--- config.mk ---
export PLATFORM = sky130hd
export DESIGN_NAME = i2c_word_frame_crc8_check
export DESIGN_NICKNAME = d
export VERILOG_FILES = /design/src/rtl/iwfc_pkg.sv /design/src/rtl/iwfc_cell.sv /design/src/rtl/i2c_word_frame_crc8_check.sv
export SDC_FILE = /design/constraint.sdc
export NUM_CORES = 1
export LEC_CHECK = 0
export BUFFER_PORTS_ARGS = -buffer_cell sky130_fd_sc_hd__buf_2
export CAP_MARGIN = 20
export CORE_ASPECT_RATIO = 1.2
export CORE_MARGIN = 5
export CORE_UTILIZATION = 25
export DETAILED_ROUTE_END_ITERATION = 8
export PLACE_DENSITY = 0.51
export SLEW_MARGIN = 20
export SYNTH_ARGS = -nofsm -noshare
export SYNTH_HDL_FRONTEND = slang
export SYNTH_SLANG_ARGS = --single-unit
--- constraint.sdc ---
create_clock -name clk -period 14.75 [get_ports clk]
set_input_delay 1.475 -clock clk [delete_from_list [all_inputs] [get_ports clk]]
set_output_delay 1.475 -clock clk [all_outputs]
set_load 0.02 [all_outputs]
--- src/rtl/iwfc_pkg.sv ---
// shared types, codes and a byte-wise crc-8 helper for the frame check
`default_nettype none
package iwfc_pkg;

  localparam int NUM_CELLS = 6;
  localparam int ADDR_W    = 7;
  localparam int CFG_IDX_W = 1;
  localparam int CFG_DAT_W = 7;

  localparam logic [7:0] CRC_POLY  = 8'h07;
  localparam logic       DIR_WRITE = 1'b0;
  localparam logic       DIR_READ  = 1'b1;

  localparam logic OP_READ  = 1'b0;
  localparam logic OP_WRITE = 1'b1;

  localparam logic [CFG_IDX_W-1:0] CFG_DEVICE_ADDRESS = 1'b0;
  localparam logic [CFG_IDX_W-1:0] CFG_CRC_ENABLE     = 1'b1;

  localparam logic [1:0] LEN_PLAIN = 2'd2;
  localparam logic [1:0] LEN_CRC   = 2'd3;

  // byte position within the frame, one per cell
  typedef enum logic [2:0] {
    STEP_ADDR_W = 3'd0,
    STEP_REG    = 3'd1,
    STEP_THIRD  = 3'd2,
    STEP_FOURTH = 3'd3,
    STEP_FIFTH  = 3'd4,
    STEP_SIXTH  = 3'd5,
    STEP_DONE   = 3'd6
  } step_t;

  typedef struct packed {
    logic              op;
    logic              crc_en;
    logic [ADDR_W-1:0] dev_addr;
    logic [7:0]        reg_byte;
    logic [15:0]       data_word;
    logic [7:0]        rx_crc;
    logic [7:0]        crc;
    step_t             step;
  } item_t;

  function automatic logic [7:0] crc8_byte(input logic [7:0] crc, input logic [7:0] b);
    logic [7:0] c;
    c = crc ^ b;
    for (int i = 0; i < 8; i++) begin
      if (c[7]) begin
        c = {c[6:0], 1'b0} ^ CRC_POLY;
      end else begin
        c = {c[6:0], 1'b0};
      end
    end
    return c;
  endfunction

endpackage
`default_nettype wire

--- src/rtl/iwfc_cell.sv ---
// one crc cell: folds the frame byte of its position into the running crc
`default_nettype none
module iwfc_cell (
  input  wire logic            clk,
  input  wire logic            rst_n,
  input  wire logic            en,
  input  wire logic            valid_in,
  input  wire iwfc_pkg::item_t item_in,
  output logic                 valid_out,
  output iwfc_pkg::item_t      item_out
);
  import iwfc_pkg::*;

  logic       valid_r;
  item_t      item_r;
  item_t      item_nxt;
  logic [7:0] frame_byte;
  logic       use_byte;
  logic [7:0] addr_w;
  logic [7:0] addr_r;

  assign addr_w = {item_in.dev_addr, DIR_WRITE};
  assign addr_r = {item_in.dev_addr, DIR_READ};

  // write frames are four bytes long, the last two cells just pass through
  always_comb begin
    frame_byte = 8'h00;
    use_byte   = 1'b1;
    unique case (item_in.step)
      STEP_ADDR_W: frame_byte = addr_w;
      STEP_REG:    frame_byte = item_in.reg_byte;
      STEP_THIRD:  frame_byte = (item_in.op == OP_WRITE) ? item_in.data_word[15:8] : addr_r;
      STEP_FOURTH: frame_byte = (item_in.op == OP_WRITE) ? item_in.data_word[7:0]
                                                         : item_in.reg_byte;
      STEP_FIFTH: begin
        frame_byte = item_in.data_word[7:0];
        use_byte   = (item_in.op == OP_READ);
      end
      STEP_SIXTH: begin
        frame_byte = item_in.data_word[15:8];
        use_byte   = (item_in.op == OP_READ);
      end
      default: use_byte = 1'b0;
    endcase
  end

  always_comb begin
    item_nxt      = item_in;
    item_nxt.crc  = use_byte ? crc8_byte(item_in.crc, frame_byte) : item_in.crc;
    item_nxt.step = step_t'(item_in.step + 3'd1);
  end

  always_ff @(posedge clk) begin
    if (!rst_n) begin
      valid_r <= 1'b0;
    end else if (en) begin
      valid_r <= valid_in;
    end
  end

  always_ff @(posedge clk) begin
    if (en) begin
      item_r <= item_nxt;
    end
  end

  assign valid_out = valid_r;
  assign item_out  = item_r;

endmodule
`default_nettype wire

--- src/rtl/i2c_word_frame_crc8_check.sv ---
// top level of the i2c word frame crc-8 packet error check
`default_nettype none
// Packet error check for 16-bit register accesses to an I2C device (CRC-8,
// polynomial 0x07, initial value zero, msb first). A read transaction
// (op 0) runs the crc over write address, register, read address, register
// and the two received bytes and compares it with received_crc; a write
// transaction (op 1) runs it over write address, register, high and low
// byte and returns the bytes to send. One transaction is taken every clock
// cycle while the row advances; it then passes through a row of six
// identical cells, each of which folds the frame byte of its position, if
// any, into the running crc and hands it on. The whole row halts while a
// result waits on out_ready, so in_ready falls only then. Configuration is
// sampled with each transaction as it enters and should be written while idle.
module i2c_word_frame_crc8_check (
  input  wire logic                           clk,
  input  wire logic                           rst_n,
  // configuration
  input  wire logic                           cfg_we,
  input  wire logic [iwfc_pkg::CFG_IDX_W-1:0] cfg_index,
  input  wire logic [iwfc_pkg::CFG_DAT_W-1:0] cfg_wdata,
  // input channel
  input  wire logic                           in_valid,
  output logic                                in_ready,
  input  wire logic                           in_op,
  input  wire logic [7:0]                     in_reg_byte,
  input  wire logic [15:0]                    in_data_word,
  input  wire logic [7:0]                     in_received_crc,
  // result channel
  output logic                                out_valid,
  input  wire logic                           out_ready,
  output logic [15:0]                         out_read_value,
  output logic [7:0]                          out_tx_first_byte,
  output logic [7:0]                          out_tx_second_byte,
  output logic [7:0]                          out_crc_out,
  output logic [1:0]                          out_frame_length,
  output logic                                out_status
);
  import iwfc_pkg::*;

  logic [ADDR_W-1:0] dev_addr_r;
  logic              crc_en_r;

  logic              valid_chain [0:NUM_CELLS];
  item_t             item_chain  [0:NUM_CELLS];
  logic              advance;
  item_t             last;

  // configuration registers
  always_ff @(posedge clk) begin
    if (!rst_n) begin
      dev_addr_r <= ADDR_W'(1);
      crc_en_r   <= 1'b0;
    end else if (cfg_we) begin
      unique case (cfg_index)
        CFG_DEVICE_ADDRESS: dev_addr_r <= cfg_wdata[ADDR_W-1:0];
        CFG_CRC_ENABLE:     crc_en_r   <= cfg_wdata[0];
        default: ;
      endcase
    end
  end

  // whole row moves together unless the result at the end is held
  assign advance  = !valid_chain[NUM_CELLS] || out_ready;
  assign in_ready = advance;

  // entry of the row: the transaction with its configuration snapshot
  always_comb begin
    item_chain[0].op        = in_op;
    item_chain[0].crc_en    = crc_en_r;
    item_chain[0].dev_addr  = dev_addr_r;
    item_chain[0].reg_byte  = in_reg_byte;
    item_chain[0].data_word = in_data_word;
    item_chain[0].rx_crc    = in_received_crc;
    item_chain[0].crc       = 8'h00;
    item_chain[0].step      = STEP_ADDR_W;
  end
  assign valid_chain[0] = in_valid;

  for (genvar k = 0; k < NUM_CELLS; k++) begin : g_cell
    iwfc_cell u_cell (
      .clk       (clk),
      .rst_n     (rst_n),
      .en        (advance),
      .valid_in  (valid_chain[k]),
      .item_in   (item_chain[k]),
      .valid_out (valid_chain[k+1]),
      .item_out  (item_chain[k+1])
    );
  end

  // result formatting from the last cell's register
  assign last      = item_chain[NUM_CELLS];
  assign out_valid = valid_chain[NUM_CELLS];

  always_comb begin
    out_read_value     = (last.op == OP_READ)  ? last.data_word : 16'h0000;
    out_tx_first_byte  = (last.op == OP_WRITE) ? last.data_word[15:8] : 8'h00;
    out_tx_second_byte = (last.op == OP_WRITE) ? last.data_word[7:0] : 8'h00;
    out_crc_out        = last.crc_en ? last.crc : 8'h00;
    out_frame_length   = last.crc_en ? LEN_CRC : LEN_PLAIN;
    out_status         = last.crc_en && (last.op == OP_READ) && (last.crc != last.rx_crc);
  end

  // a finished transaction has been through every cell
  a_done_step: assert property (@(posedge clk) disable iff (!rst_n)
    out_valid |-> (last.step == STEP_DONE))
    else $error("result left the row before every frame byte was folded in");

  // a mismatch is only reported on a crc frame
  a_status_len: assert property (@(posedge clk) disable iff (!rst_n)
    (out_valid && out_status) |-> (out_frame_length == LEN_CRC))
    else $error("crc mismatch flagged on a plain frame");

  // read and write payloads never mix
  a_payload_mix: assert property (@(posedge clk) disable iff (!rst_n)
    (out_valid && (out_read_value != 16'h0000)) |->
      (out_tx_first_byte == 8'h00 && out_tx_second_byte == 8'h00))
    else $error("read value and write bytes both present");

  // reset empties the row
  a_reset_empty: assert property (@(posedge clk)
    (rst_n && !$past(rst_n)) |-> !out_valid)
    else $error("result valid straight after reset");

endmodule
`default_nettype wire

==> metrics.csv, run 1 <==
stage,metric,value,unit
place,portBuffers,89,
detailed_routing,drc_errors,0,
clock_network,cts.path.max_buffers,3,
critical_path,cp.required,13.28,ns
timing,hold_viol,0,
logic_synthesis,synth_compound_area_frac,0.004625,
logic_synthesis,syn_area_per_cell,18.84,um^2
timing,finalSetupViolations,0,
logic_synthesis,synthSimpleGateAreaFrac,0.04625,
clock_network,cts_buffers,25,
floorplanning,die_y,226.2,um
logic_synthesis,synth.distinct_cells,27,
logic_synthesis,ys_ff_latch,256,
floorplanning,core_region_area,38650,um^2
cells_and_area,antennaDiodeCount,0,
logic_synthesis,synth_cells,517,
detailed_routing,vias,4111,
status,status,completed,
clock_network,cts-htree-levels,1,
power_and_ir_drop,p_int,0.001605,W
global_route,antenna_found_initial,1,
run,drv_cap,0,
clock_network,clock-sinks,256,
cells_and_area,synthToLayoutAreaGrowth,19.96,%
cells_and_area,layout-drive-gt1-share,0.2188,
detailed_routing,wl_per_cell,13.10,um
clock_network,cts_resized,0,
clock_network,clk_latency,0.51,ns
critical_path,worst-path-max-fanout,74,
timing,finClkSkew,0.009130,ns
cells_and_area,final_cell_mix,"242 x edfxtp_1, 89 x buf_2, 69 x xnor2_1, 44 x xor2_1, 31 x nor2b_1",
power_and_ir_drop,p_leak,4.450,nW
logic_synthesis,synth.area.mux_share,0.03456,
global_route,grtUsageTotal,0.07090,
logic_synthesis,yosysSeqAreaShare,0.7749,
timing,holdWs,0.4142,ns
critical_path,cp_data_arrival_time,2.70,ns
power_and_ir_drop,p_clk_frac,0.319,
floorplanning,dieArea,43020,um^2
timing,min_period,4.178,ns
critical_path,worstSetupPathType,input port to output port,
logic_synthesis,synthXorXnorAreaFrac,0.1326,
timing,max_slew_margin,0.3073,
clock_network,cts-root-buf,clkbuf_16,
logic_synthesis,synth_top_family_by_area,XOR/XNOR gates,
logic_synthesis,syn-cell-area,9739,um^2
logic_synthesis,synth_nets,563,
floorplanning,initial_core_util,0.2520,
clock_network,post_cts_buffers,0,
min_path,hold_path_class,register to register,
detailed_routing,drt_iter0_markers,307,
detailed_routing,wirelength,15280,um
detailed_routing,antenna_left,0,
cells_and_area,final_nets,668,
cells_and_area,final_common_cell,edfxtp_1,
floorplanning,fp-row-count,79,
global_route,grt_pass1_vias,4312,
logic_synthesis,yosys_warnings,0,
timing,rsz0062_at_grt,false,
clock_network,clkTransAtPathRegs,0.06,ns
power_and_ir_drop,p_switching,0.0005106,W
power_and_ir_drop,cellPowerDensity,181.0,nW/um^2
logic_synthesis,yosys.area_share.adder,0,
power_and_ir_drop,seqPwrFrac,0.473,
power_and_ir_drop,ir_drop,0.08929,mV
detailed_routing,first_pass_iters,4,
detailed_routing,drt-vias-per-instance,3.526,
critical_path,cp-start-kind,input port,
timing,fin_crit_sh,0.2832,
place,place.gp.congestion,0.7062,
timing,worst_pin_slew,1.039,ns
global_route,grt_pass1_wl,23790,um
clock_network,ctsHoldBuffers,0,
global_route,grt_max_degree,178,
clock_network,cts_tree,done,
critical_path,cp-end-kind,output port,
floorplanning,ios,91,
timing,tns,0,ns
timing,fmax,239.4,MHz
timing,slew_violations,0,
power_and_ir_drop,p_comb_frac,0.207,
floorplanning,die_w,190.2,um
global_route,overflow,0,
power_and_ir_drop,switching_share,0.2414,
-- per-layer routing --
layer	vias to the layer above	global-route usage	share of wire
li1	2081	-	-
met1	1908	0.08333	0.40
met2	95	0.1259	0.51
met3	27	0.01391	0.053
met4	0	0.03129	0.029
met5	-	0	0
-- cells in the mapped netlist (all sizes together) --
master	count	share of area
clkbuf	8	0.0031
mux2	5	0.0058
xor3	3	0.0073
dfxtp	14	0.029
or3b	1	0.00090
mux2i	28	0.029
xor2	44	0.040
o21ai	4	0.0021
nor2b	31	0.020
conb	1	0.00039
inv	1	0.00039
buf	4	0.0032
nor4	2	0.0013
xnor3	8	0.019
a21oi	2	0.0010
a21boi	2	0.0015
nand2b	2	0.0013
nand2	8	0.0031
xnor2	72	0.067
edfxtp	242	0.75
and2	24	0.015
nand3	1	0.00051
nor2	10	0.0039
-- flip-flops by register name, indices dropped and copies added (netlist names) --
signal	count
crc_en_r	1
g_cell.u_cell.valid_out	6
g_cell.u_cell.item_out	242
dev_addr_r	7
-- power by group through the flow --
stage	combinational, W	clock (W)	sequential [W]
after floorplan	0.000382	0	0.000995
after global placement	0.000445	0	0.00102
after detailed placement	0.000449	0	0.00102
after CTS	0.000450	0.000701	0.00101
after global routing	0.000487	0.000733	0.00101
final	0.000439	0.000675	0.00100
-- through the flow --
step | setup slack [ns] | cells | instance area, um^2 | util | total power (W)
detailed placement | 10.55 | 1121 | 10810 | 0.2797 | 0.001470
finish | 10.57 | 1166 | 11680 | 0.3023 | 0.002115
global placement | 10.56 | 1121 | 10810 | 0.2797 | 0.001464
global route | 10.48 | 1166 | 11680 | 0.3023 | 0.002233
floorplan | 4.783 | 517 | 9739 | - | 0.001377
CTS | 10.54 | 1166 | 11680 | 0.3023 | 0.002157
-- final cells by class --
cell class / instances / area, um^2
fill: 3796 / 26960
sequential: 256 / 7547
multi-input combinational: 248 / 2135
tap: 526 / 658.1
clock buffer: 28 / 636.9
timing repair buffer: 90 / 465.4
clock inverter: 17 / 237.7
inverter: 1 / 3.754
-- final timing paths --
| kind | slack [ns] | to | from | cells past startpoint |
|---|---|---|---|---|
| worst min-delay path | 0.41 | g_cell[1].u_cell.item_out[48] | g_cell[0].u_cell.item_out[48] | 0 |
| worst max register to register | 12.41 | g_cell[0].u_cell.item_out[26] | g_cell[5].u_cell.valid_out | 2 |
| worst max-delay path | 10.57 | in_ready | out_ready | 3 |
| worst min register to register | 0.41 | g_cell[1].u_cell.item_out[48] | g_cell[0].u_cell.item_out[48] | 0 |
-- logic make-up (layout without fill, tap and decap cells) --
group	Yosys count	after routing
AOI/OAI and AO/OA	8	8
muxes	33	33
other	1	1
DFF	256	256
and+or+nand+nor	79	79
buffers and inverters	13	136
xor gates and xnor gates	127	127
-- worst max-delay path: stages --
cell      delay (ns)
buf_2           0.08
nand2b_4        0.77
buf_2           0.31
(Power assumes the default switching activity.)
==> inputs of run 2 (changes only) <==
PLACE_DENSITY = 0.53   (was 0.51)
clock period = 3.6 ns   (was 14.75 ns; I/O delays follow)
==> run 2 against run 1 <==
  * Register-to-register slack got worse by 11 ns
  * Sequential cell count unchanged
  * Final cell count rose by 3.0%
  * Die area is the same
  * Clock skew is 0.0056 ns higher
  * Count of clock-buffer cells in the layout increased by 1
  * Sequential share of layout area decreased by 2.0 points
  * Combinational power rose to 4.2 times the previous value
  * Critical endpoint is now out_status
  * Largest cell class unchanged
  * Highest routed layer unchanged
==> metrics.csv, run 2 (same netlist as run 1, synthesis figures left out) <==
stage,metric,value,unit
status,status,completed,
global_route,busiest_layer,met2,
global_route,met2_usage,0.1320,
min_path,hold_path_class,input port to register,
clock_network,clk_latency,0.53,ns
floorplanning,die_w,190.2,um
global_route,grt_pass1_wl,24520,um
floorplanning,initial_core_util,0.2520,
critical_path,cp-start-kind,register,
timing,worst_pin_slew,0.9066,ns
cells_and_area,antennaDiodeCount,0,
cells_and_area,final_common_cell,edfxtp_1,
global_route,use_met1,0.08441,
timing,min_period,2.313,ns
timing,rsz0062_at_grt,false,
floorplanning,fp-row-count,79,
detailed_routing,drt_iter0_markers,223,
power_and_ir_drop,cellPowerDensity,729.4,nW/um^2
timing,hold_viol,0,
cells_and_area,fin_util,0.3120,
floorplanning,core_region_area,38650,um^2
global_route,grtUsageTotal,0.07290,
floorplanning,ios,91,
timing,fmax,432.4,MHz
floorplanning,dieArea,43020,um^2
critical_path,worst-path-max-fanout,33,
cells_and_area,finalInstanceArea,12060,um^2
critical_path,worstSetupPathType,register to output port,
cells_and_area,layout-drive-gt1-share,0.2193,
clock_network,clkTransAtPathRegs,0.06,ns
global_route,grt_pass1_vias,4479,
detailed_routing,wirelength,15580,um
place,portBuffers,89,
clock_network,cts.path.max_buffers,3,
global_route,overflow,0,
power_and_ir_drop,p_leak,4.608,nW
clock_network,post_cts_buffers,0,
detailed_routing,first_pass_iters,4,
global_route,use_met3,0.01345,
detailed_routing,drc_errors,0,
global_route,grt_max_degree,72,
timing,fin_crit_sh,0.6425,
cells_and_area,largest_register_ffs,242,
clock_network,cts-root-buf,clkbuf_16,
clock_network,clock-sinks,256,
timing,finClkSkew,0.01476,ns
timing,tns,0,ns
timing,finalSetupViolations,0,
run,drv_cap,0,
cells_and_area,synthToLayoutAreaGrowth,23.81,%
place,hpwl,10840,um
critical_path,cp_data_arrival_time,1.95,ns
detailed_routing,antenna_left,0,
clock_network,cts_tree,done,
global_route,antenna_found_initial,0,
timing,max_slew_margin,0.3956,
critical_path,cp-end-kind,output port,
detailed_routing,wl_per_cell,12.97,um
detailed_routing,drt-vias-per-instance,3.564,
place,place_area,10860,um^2
clock_network,cts-htree-levels,1,
cells_and_area,n_fill_cell,3793,
timing,slew_violations,0,
cells_and_area,final_cell_mix,"242 x edfxtp_1, 89 x buf_2, 69 x xnor2_1, 44 x xor2_1, 31 x nor2b_1",
clock_network,cts_buffers,27,
timing,fin_ws,1.287,ns
place,place_ws,1.549,ns
detailed_routing,vias,4280,
critical_path,cp.required,3.24,ns
place,place.gp.congestion,0.7122,
floorplanning,die_y,226.2,um
cells_and_area,final_nets,700,
power_and_ir_drop,ir_drop,0.2664,mV
-- run 2: cell type report --
class / instances / area (um^2) / share of cell area
timing repair buffer: 120 / 780.7 / 0.06475
inverter: 1 / 3.754 / 0.0003113
sequential: 256 / 7547 / 0.6259
clock buffer: 29 / 683.2 / 0.05666
multi-input combinational: 248 / 2135 / 0.1770
clock inverter: 21 / 250.2 / 0.02075
tap: 526 / 658.1 / 0.05458
-- run 2: report_power, final --
part / switching [W] / internal [W] / leakage, nW
combinational: 0.000800 / 0.00104 / 1.46
sequential: 0.000248 / 0.00385 / 2.70
clock: 0.00112 / 0.00174 / 0.449
total: 0.00216 / 0.00663 / 4.61
-- run 2: critical path: stages (launching register included) --
cell and delay (ns):
edfxtp_1 0.76, nand2b_1 0.30, a21oi_1 0.17, buf_2 0.20
-- run 2: final timing paths --
| path | from | to | slack (ns) | cells after the start |
|---|---|---|---|---|
| worst max-delay path | g_cell[5].u_cell.item_out[51] | out_status | 1.29 | 3 |
| worst min-delay path | in_data_word[2] | g_cell[0].u_cell.item_out[21] | 0.03 | 1 |
| worst max register to register | g_cell[2].u_cell.item_out[51] | g_cell[3].u_cell.item_out[5] | 1.55 | 4 |
| worst min register to register | g_cell[0].u_cell.item_out[48] | g_cell[1].u_cell.item_out[48] | 0.41 | 0 |
-- run 2: what timing repair did --
action / 4_1_cts / 5_1_grt
gates resized for setup: 0 / 0
endpoints found under the hold margin: 26 / 0
hold buffers: 26 / 0
setup endpoints to repair: 0 / 0
-- run 2: through the flow --
step | cells | total power [W] | hold slack, ns
after global placement | 1125 | 0.006016 | 0.4021
after floorplan | 517 | 0.005639 | 0.4003
after CTS | 1201 | 0.008977 | 0.002957
after detailed placement | 1125 | 0.006046 | 0.4045
final | 1201 | 0.008795 | 0.03017
after global routing | 1201 | 0.009264 | 0.004547
-- run 2: layer usage --
metal	wire length, um	part of all wire
met4	435	0.028
met1	6155	0.40
met3	767	0.049
met2	8221	0.53
met5	0	0
